`src/sv/mdps_pkg.sv`:
```
package mdps_pkg;

    typedef enum logic [1:0] {
        CMD_CLEAR    = 2'd0,
        CMD_APPEND_A = 2'd1,
        CMD_APPEND_B = 2'd2,
        CMD_COMPUTE  = 2'd3
    } t_cmd;

    localparam logic [1:0] STATUS_OK      = 2'd0;
    localparam logic [1:0] STATUS_EMPTY   = 2'd1;
    localparam logic [1:0] STATUS_DROPPED = 2'd2;

    typedef struct packed {
        t_cmd               command;
        logic signed [15:0] x;
        logic signed [15:0] y;
    } t_in_item;

    typedef struct packed {
        logic [32:0] min_sq_distance;
        logic [16:0] min_distance;
        logic [7:0]  index_a;
        logic [7:0]  index_b;
        logic [1:0]  status;
    } t_out_item;

    // Controller to datapath
    typedef struct packed {
        logic wr_a;
        logic wr_b;
        logic rd_en;
        logic scan_start;
        logic sqrt_start;
        logic load_out;
        logic out_empty;
        logic out_dropped;
    } t_dp_cmd;

    // Datapath to controller
    typedef struct packed {
        logic pipe_busy;
        logic sqrt_busy;
        logic out_free;
    } t_dp_stat;

endpackage

```
`src/sv/mdps_ctrl.sv`:
```
module mdps_ctrl #(
    parameter int MAX_POINTS = 256,
    localparam int AW = $clog2(MAX_POINTS),
    localparam int CW = $clog2(MAX_POINTS + 1)
) (
    input  logic               i_clk,
    input  logic               i_rst_n,
    input  logic               i_in_valid,
    output logic               o_in_ready,
    input  mdps_pkg::t_cmd     i_in_cmd,
    input  mdps_pkg::t_dp_stat i_stat,
    output mdps_pkg::t_dp_cmd  o_cmd,
    output logic [AW-1:0]      o_wr_addr,
    output logic [AW-1:0]      o_rd_addr_a,
    output logic [AW-1:0]      o_rd_addr_b
);
    import mdps_pkg::*;

    typedef enum logic [2:0] {
        ST_IDLE,
        ST_SCAN,
        ST_DRAIN,
        ST_SQRT,
        ST_EMIT
    } t_state;

    t_state          r_state;
    logic [CW-1:0]   r_cnt_a;
    logic [CW-1:0]   r_cnt_b;
    logic            r_dropped;
    logic            r_empty;
    logic [AW-1:0]   r_i;
    logic [AW-1:0]   r_j;

    logic            accept;
    logic            full_a;
    logic            full_b;
    logic            empty_any;
    logic            last_j;
    logic            last_i;

    assign o_in_ready  = (r_state == ST_IDLE);
    assign accept      = i_in_valid && o_in_ready;
    assign full_a      = (r_cnt_a == CW'(MAX_POINTS));
    assign full_b      = (r_cnt_b == CW'(MAX_POINTS));
    assign empty_any   = (r_cnt_a == '0) || (r_cnt_b == '0);
    assign last_j      = ((CW'(r_j) + CW'(1)) == r_cnt_b);
    assign last_i      = ((CW'(r_i) + CW'(1)) == r_cnt_a);
    assign o_rd_addr_a = r_i;
    assign o_rd_addr_b = r_j;

    always_comb begin
        o_cmd     = '0;
        o_wr_addr = (i_in_cmd == CMD_APPEND_A) ? r_cnt_a[AW-1:0] : r_cnt_b[AW-1:0];
        case (r_state)
            ST_IDLE: begin
                if (accept) begin
                    case (i_in_cmd)
                        CMD_APPEND_A: o_cmd.wr_a       = !full_a;
                        CMD_APPEND_B: o_cmd.wr_b       = !full_b;
                        CMD_COMPUTE:  o_cmd.scan_start = !empty_any;
                        default:      o_cmd.wr_a       = 1'b0;
                    endcase
                end
            end
            ST_SCAN:  o_cmd.rd_en      = 1'b1;
            ST_DRAIN: o_cmd.sqrt_start = !i_stat.pipe_busy;
            ST_EMIT: begin
                o_cmd.load_out    = i_stat.out_free;
                o_cmd.out_empty   = r_empty;
                o_cmd.out_dropped = r_dropped;
            end
            default: o_cmd = '0;
        endcase
    end

    always_ff @(posedge i_clk) begin
        if (!i_rst_n) begin
            r_state   <= ST_IDLE;
            r_cnt_a   <= '0;
            r_cnt_b   <= '0;
            r_dropped <= 1'b0;
            r_empty   <= 1'b0;
            r_i       <= '0;
            r_j       <= '0;
        end else begin
            case (r_state)
                ST_IDLE: begin
                    if (accept) begin
                        case (i_in_cmd)
                            CMD_CLEAR: begin
                                r_cnt_a   <= '0;
                                r_cnt_b   <= '0;
                                r_dropped <= 1'b0;
                            end
                            CMD_APPEND_A: begin
                                if (full_a) r_dropped <= 1'b1;
                                else        r_cnt_a   <= r_cnt_a + CW'(1);
                            end
                            CMD_APPEND_B: begin
                                if (full_b) r_dropped <= 1'b1;
                                else        r_cnt_b   <= r_cnt_b + CW'(1);
                            end
                            CMD_COMPUTE: begin
                                r_empty <= empty_any;
                                r_i     <= '0;
                                r_j     <= '0;
                                r_state <= empty_any ? ST_EMIT : ST_SCAN;
                            end
                            default: r_state <= ST_IDLE;
                        endcase
                    end
                end
                ST_SCAN: begin
                    // B is the inner loop
                    if (last_j) begin
                        r_j <= '0;
                        if (last_i) r_state <= ST_DRAIN;
                        else        r_i     <= r_i + AW'(1);
                    end else begin
                        r_j <= r_j + AW'(1);
                    end
                end
                ST_DRAIN: begin
                    if (!i_stat.pipe_busy) r_state <= ST_SQRT;
                end
                ST_SQRT: begin
                    if (!i_stat.sqrt_busy) r_state <= ST_EMIT;
                end
                ST_EMIT: begin
                    if (i_stat.out_free) r_state <= ST_IDLE;
                end
                default: r_state <= ST_IDLE;
            endcase
        end
    end

    a_scan_nonempty: assert property (@(posedge i_clk) disable iff (!i_rst_n)
        (r_state == ST_SCAN) |-> (r_cnt_a != '0 && r_cnt_b != '0))
        else $error("scan running over an empty set");

    a_scan_in_range: assert property (@(posedge i_clk) disable iff (!i_rst_n)
        (r_state == ST_SCAN) |-> (CW'(r_i) < r_cnt_a && CW'(r_j) < r_cnt_b))
        else $error("scan index past fill count");

    a_counts_hold_busy: assert property (@(posedge i_clk) disable iff (!i_rst_n)
        (r_state != ST_IDLE) |=> $stable(r_cnt_a) && $stable(r_cnt_b))
        else $error("set count changed during compute");

endmodule

```
`config.mk`:
```
export PLATFORM = sky130hd
export DESIGN_NAME = mdps_ctrl
export DESIGN_NICKNAME = d
export VERILOG_FILES = /design/src/sv/mdps_pkg.sv /design/src/sv/mdps_ctrl.sv
export SDC_FILE = /design/constraint.sdc
export NUM_CORES = 1
export LEC_CHECK = 0
export ABC_AREA = 1
export BUFFER_PORTS_ARGS = -buffer_cell sky130_fd_sc_hd__buf_2
export CORE_MARGIN = 2
export CORE_UTILIZATION = 30
export CTS_CLUSTER_DIAMETER = 150
export CTS_CLUSTER_SIZE = 16
export DETAILED_ROUTE_END_ITERATION = 7
export SYNTH_ARGS = -nofsm -noshare
export SYNTH_HDL_FRONTEND = slang
export SYNTH_SLANG_ARGS = --single-unit
```
`constraint.sdc`:
```
create_clock -name i_clk -period 2.25 [get_ports i_clk]
set_clock_uncertainty 0.05 [all_clocks]
set_input_delay 0.225 -clock i_clk [delete_from_list [all_inputs] [get_ports i_clk]]
set_output_delay 0.225 -clock i_clk [all_outputs]
set_load 0.05 [all_outputs]
```
==> results of run 1 <==
[sequential cells by signal, indices dropped and copies added (netlist names)]
| name | flops |
|---|---|
| o_rd_addr_a | 8 |
| r_state | 3 |
| r_dropped | 1 |
| r_cnt_b | 9 |
| o_rd_addr_b | 8 |
| r_cnt_a | 9 |
| r_empty | 1 |
[cell families after synthesis]
group	Yosys count	share of synthesized area [%]
and+or+nand+nor	269	41.5
buffers and inverters	82	11.4
adders and majority gates	10	4.27
DFF	39	26.6
xor gates and xnor gates	9	2.69
AOI/OAI and AO/OA	67	13.6
[per-layer routing]
layer / global-route usage (%) / up-vias / share of wire, %
li1: - / 1634 / -
met1: 20.0 / 1452 / 46
met2: 29.4 / 63 / 49
met3: 2.85 / 20 / 2.7
met4: 5.26 / 0 / 2.6
met5: 0 / - / 0
[area by class of cell]
class                           count  area [um^2]  share of cell area (%)
Multi-Input combinational cell    355         1900                    52.7
Sequential cell                    39          795                    22.0
Timing Repair Buffer               59          400                    11.1
Inverter                           73          274                    7.59
Tap cell                          133          166                    4.61
Clock buffer                        6         72.6                    2.01
[timing repair]
action	4_1_cts	5_1_grt
resized for setup	0	25
endpoints found under the setup margin	0	13
buffers inserted	0	6
[critical path, cell delays in order, from the launching register on]
cell and delay [ns]:
dfxtp_4 0.37, ha_4 0.16, nand2_4 0.06, inv_2 0.07
nand3_1 0.10, nand2_1 0.14, nand2_1 0.06, nand2_1 0.06
nand2_1 0.06, nor2_2 0.17, nand3_4 0.11, a21oi_4 0.32
clkbuf_16 0.22, nand3_2 0.05, nand2_1 0.08, nor2_1 0.04
[worst paths after layout]
| check | startpoint | endpoint | slack, ns | cells past startpoint |
|---|---|---|---|---|
| setup / recovery | o_rd_addr_b[1] | r_state[0] | 0.03 | 15 |
| hold / removal | i_rst_n | o_rd_addr_a[0] | 0.18 | 3 |
| setup reg to reg | o_rd_addr_b[1] | r_state[0] | 0.03 | 15 |
| hold reg to reg | r_dropped | r_dropped | 0.45 | 2 |
[placed cells by master (no fill, tap or decap), drive strengths merged]
cell type	netlist	layout
nand2	132	132
inv	72	73
nor2	62	62
buf	3	57
nand3	53	53
dfxtp	39	39
a21oi	34	34
o21ai	24	24
nand4	11	11
ha	10	10
xor2	8	8
clkbuf	6	8
nor3	6	6
o22ai	4	4
nand3b	2	2
nor4	2	2
a211oi	2	2
o21bai	2	2
xnor2	1	1
nor3b	1	1
a22oi	1	1
[power by group]
group          switching (mW)  total, mW  internal [mW]
clock network           0.238      0.445          0.207
registers               0.167      0.990          0.822
logic                    1.75       2.72          0.979
[through the flow]
stage	utilization [%]	setup TNS (ns)
2_1_floorplan	-	-0.252
3_3_place_gp	34.7	0
3_5_place_dp	34.7	0
4_1_cts	35.4	0
5_1_grt	37.4	-1.14
6_report	37.4	0
==> metrics.md, run 1 <==
| Metric | Value |
|---|---|
| Vias post-DR | 3169 |
| Vias in the first global route | 3053 |
| Power density cells | 1150 nW/um^2 |
| Worst setup margin | 0.0302 ns |
| Overall Power | 4.16 mW |
| Worst path arrival time | 2.35 ns |
| Max-Slew Margin vs Limit | 60.3% |
| Mapped Area | 2930 um^2 |
| Fill cells | 1081 |
| Mapped Cells | 476 |
| Drt wl/cell | 13.0 um |
| DRC viols | 0 |
| Final setup fails | 0 |
| Num CTS Buffers | 5 |
| Synth unique cells | 34 |
| WP data required | 2.38 ns |
| Dpl cell area | 3340 um^2 |
| Lkg Pwr | 1.60 nW |
| Ant diodes | 0 |
| I/O pins | 41 |
| Worst min path class | in2reg |
| RSZ-0062 raised after global routing | true |
| Post-Syn Nets | 494 |
| Drt pass-1 iters | 4 |
| Initial antenna violation count | 0 |
| Main synth FF type | dfxtp_1 |
| Hold_buf cts | 0 |
| Hold Fails Final Rpt | 0 |
| Share of post-route cells with drive strength above 1 | 23.5% |
| Post-layout net count | 551 |
| Worst hold slack | 0.182 ns |
| Mapped Avg Cell Area | 6.16 um^2 |
| Die X | 103 um |
| Worst Setup End Kind | register |
| Ys Warns | 0 |
| Yosys reg bits | 39 |
| Fin crit period | 2.22 ns |
| Maximum number of pins on one net before global-route repair | 20 |
| Yosys top cell area share | 26.6% |
| Crit path kind | reg2reg |
| DP Worst Slack | 0.156 ns |
| Most common cell in the netlist | nand2_1 |
| First-pass GRT wire length | 13.9 mm |
| CP Max Fanout | 5 |
| Congestion Overflow GR | 0 |
| Initial drt markers | 147 |
| Asr flop ratio synth | 0% |
| Clk slew on worst S/H paths | 0.08 ns |
| Die Ht | 103 um |
| CTS Root Cell | clkbuf_8 |
| Max Root-Sink Buffers | 2 |
| Non-filler cells, final | 665 |
| Crit start category | register |
| Vias per inst | 4.77 |
| Final HPWL DP | 6.47 mm |
| Final GP Congestion | 0.921 |
| CTS tree | yes |
| Total GRT Usage | 16.4% |
| Worst-margin pin slew | 0.595 ns |
| Max Cap Violations | 0 |
| Status | complete, no violations |
| Antenna Nets Post-Route | 0 |
| DRT Wirelength | 8.64 mm |
| H-tree depth | 2 |
| Cell total after placement | 650 |
| Post-synth EDFFs | 0 |
| Seq/Total Area, Yosys | 26.6% |
| Initial core utilization | 30.4% |
| Clock Latency Late Sink | 0.29 ns |
| Clk sinks | 39 |
| Row count | 36 |
| Area Overhead vs Synth | 23.1% |
| Fin. max-slew vios | 0 |
| Most instantiated cells after synthesis | nand2_1, inv_1, nand3_1 |
| PortBufs | 40 |
| Max VDD drop | 0.550 mV |
| Ranking of synthesized cells by area | dfxtp_1, nand2_1, nand3_1 |
| Crit share post-route | 98.7% |
| Fmax achieved | 0.450 GHz |
| Fin area | 3610 um^2 |
| Core area | 9640 um^2 |
| Area leader, netlist | dfxtp_1 |
| Die area | 10600 um^2 |
Note: power is estimated with default switching activity, not from simulation.
==> run 2, diff against run 1 <==
CORE_UTILIZATION = 52   (was 30)
PLACE_DENSITY = 0.73   (was unset)
SETUP_SLACK_MARGIN = 0.15   (was unset)
clock period = 2.8 ns   (was 2.25 ns; I/O delays follow)
==> run 2 against run 1 <==
Final cell count down 11%. Combinational power decreased by 32%. Hold slack better by 0.15 ns. Critical path depth shrank 4. Maximum frequency decreased by 5.5%. Power decreased by 22%. Wire length is 9.6% lower. Clock power up 31%. Register-to-register slack better by 0.42 ns. Via count grew 0.69%.
==> metrics.md, run 2 (synthesis gave the netlist of run 1 again) <==
| Metric | Value |
|---|---|
| Status | complete, no violations |
| Antenna Nets Post-Route | 0 (unchanged) |
| Maximum number of pins on one net before global-route repair | 20 (unchanged) |
| Vias post-DR | 3191 (+0.69%) |
| I/O pins | 41 (unchanged) |
| Initial core utilization | 53.5% (+23 points) |
| Setup TNS | 0 ns (unchanged) |
| Max Cap Violations | 0 (unchanged) |
| R2r endpoint | r_state[0] |
| Share of post-route cells with drive strength above 1 | 17.5% (-6.0 points) |
| Commonest non-fill, non-tap cell in the layout | nand2_1 |
| Worst Setup End Kind | register |
| Ant diodes | 0 (unchanged) |
| Worst path slowest cell | dfxtp_1 |
| End of the worst hold path | o_rd_addr_a[3] |
| Num CTS Buffers | 5 (unchanged) |
| Crit start category | register |
| Final HPWL DP | 5.78 mm (-11%) |
| Die X | 79.1 um (-23%) |
| Worst min path class | in2reg |
| Post-layout net count | 536 (-2.7%) |
| DRT Wirelength | 7.82 mm (-9.6%) |
| Final setup fails | 0 (unchanged) |
| Fill cells | 564 (-48%) |
| CTS Root Cell | clkbuf_8 |
| Worst hold path depth | 3 (unchanged) |
| Global-route track usage on met3 | 4.32% (+1.5 points) |
| Clk sinks | 39 (unchanged) |
| Largest registers | r_cnt_a (9), r_cnt_b (9) |
| Fin. max-slew vios | 0 (unchanged) |
| Worst path arrival time | 2.54 ns (+0.19 ns) |
| Drt wl/cell | 13.2 um (+1.7%) |
| Min-delay src | i_rst_n |
| WP data required | 2.99 ns (+0.61 ns) |
| Crit path kind | reg2reg |
| R2r startpoint | o_rd_addr_b[0] |
| Die Ht | 79.1 um (-23%) |
| Vias per inst | 5.40 (+13%) |
| Initial drt markers | 273 (+86%) |
| Max VDD drop | 0.792 mV (+44%) |
| CP max stage delay | 0.40 ns (+0.03 ns) |
| Fmax achieved | 0.426 GHz (-5.5%) |
| Max-Slew Margin vs Limit | 62.5% (+2.2 points) |
| Worst-margin pin slew | 0.562 ns (-0.0333 ns) |
| Final GP Congestion | 0.959 (+4.1%) |
| CP Max Fanout | 6 (+1) |
| Clk slew on worst S/H paths | 0.09 ns (about the same) |
| PortBufs | 40 (unchanged) |
| Met2 Resource Use GR | 38.7% (+9.3 points) |
| Lkg Pwr | 1.49 nW (-6.6%) |
| Fin crit period | 2.35 ns (+0.128 ns) |
| Congestion Overflow GR | 0 (unchanged) |
| Fin area | 3350 um^2 (-7.3%) |
| Max Root-Sink Buffers | 2 (unchanged) |
| Power density cells | 964 nW/um^2 (-16%) |
| CTS tree | yes |
| Dpl cell area | 3180 um^2 (-4.8%) |
| Reg2Reg Depth | 11 (-4) |
| Clock Latency Late Sink | 0.31 ns (+0.02 ns) |
| Core area | 5470 um^2 (-43%) |
| Crit share post-route | 83.9% (-15 points) |
| Hold Fails Final Rpt | 0 (unchanged) |
| Worst R2R Setup Slack | 0.45 ns (+0.42 ns) |
| Commonest cells after routing, fill and taps aside | nand2_1, inv_1, nand3_1, nor2_1, buf_2 |
| Top cell by count, worst path | nor2_1 |
| Die area | 6250 um^2 (-41%) |
| Vias in the first global route | 2778 (-9.0%) |
| Total GRT Usage | 26.2% (+9.8 points) |
| H-tree depth | 2 (unchanged) |
| Global route hottest layer | met2 |
| Crit path cell chain | ha_1, nand3_1, o21bai_1, a21oi_1, nor2_2, nand3_4, nand2_1, nand2_1, nor2_1, nor2_1, nor2_1 |
| Area Overhead vs Synth | 14.2% |
| DRC viols | 0 (unchanged) |
| Row count | 27 (-25%) |
| First-pass GRT wire length | 12.9 mm (-7.2%) |
| Initial antenna violation count | 0 (unchanged) |
| Drt pass-1 iters | 5 (+1) |
| RSZ-0062 raised after global routing | false |
| GRT met1 Usage | 38.3% (+18 points) |
run 2: changes by cell type in the layout (fill, tap and decap cells not counted), moves of 3 or more:
cell / before / now
buf_4: 15 / 3
nand2_1: 119 / 122
dfxtp_2: 5 / 0
dfxtp_1: 32 / 39
nand3_1: 46 / 52
nand3_2: 6 / 0
run 2: routing by layer:
layer / wire length [um] / part of all wire (%) / vias up
li1: - / - / 1613
met1: 3750 / 48 / 1431
met2: 3360 / 43 / 136
met3: 579 / 7.4 / 11
met4: 134 / 1.7 / 0
met5: 0 / 0 / -
run 2: critical path, delay by kind of cell, from the launching register on:
kind                       cells  cell delay (ns)
adders and majority gates      1             0.23
DFF                            1             0.40
and+or+nand+nor                8             1.19
AOI/OAI and AO/OA              2             0.40
run 2: how the worst max path moves through the flow:
| stage | start | end | depth (start not counted) |
|---|---|---|---|
| final | o_rd_addr_b[0] | r_state[0] | 11 |
| after global routing | o_rd_addr_b[0] | r_state[1] | 11 |
| after CTS | o_rd_addr_b[0] | o_rd_addr_a[6] | 14 |
| after detailed placement | o_rd_addr_b[0] | o_rd_addr_a[6] | 14 |
| after global placement | o_rd_addr_b[0] | o_rd_addr_a[6] | 10 |
| after floorplan | r_state[1] | r_cnt_a[2] | 12 |
run 2: repair_timing:
| item | CTS | global route |
|---|---|---|
| endpoints found under the setup margin | 0 | 1 |
| buffers inserted | 0 | 2 |
| hold buffers | 0 | 0 |
| gates resized for setup | 0 | 0 |
run 2: power breakdown:
part	switching (mW)	internal, mW	total (mW)
combinational	1.27	0.582	1.85
sequential	0.136	0.654	0.790
clock	0.227	0.356	0.582
total	1.63	1.59	3.22
run 2: layout make-up:
type | instances | area (um^2) | share of cell area [%]
timing repair buffer | 44 | 243 | 7.26
clock inverter | 3 | 67.6 | 2.02
tap | 72 | 90.1 | 2.69
clock buffer | 5 | 68.8 | 2.06
inverter | 73 | 274 | 8.19
multi-input combinational | 355 | 1820 | 54.5
sequential | 39 | 781 | 23.3
run 2: through the flow:
stage / hold WS, ns / std cells / power [mW] / util, % / setup slack, ns
5_1_grt: 0.349 / 591 / 3.46 / 61.1 / 0.211
3_5_place_dp: 0.408 / 581 / 2.55 / 58.1 / 0.439
3_3_place_gp: 0.399 / 581 / 2.51 / 58.1 / 0.493
6_report: 0.332 / 591 / 3.22 / 61.1 / 0.452
2_1_floorplan: 0.380 / 476 / 2.30 / - / 0.261
4_1_cts: 0.321 / 589 / 3.13 / 60.6 / 0.379
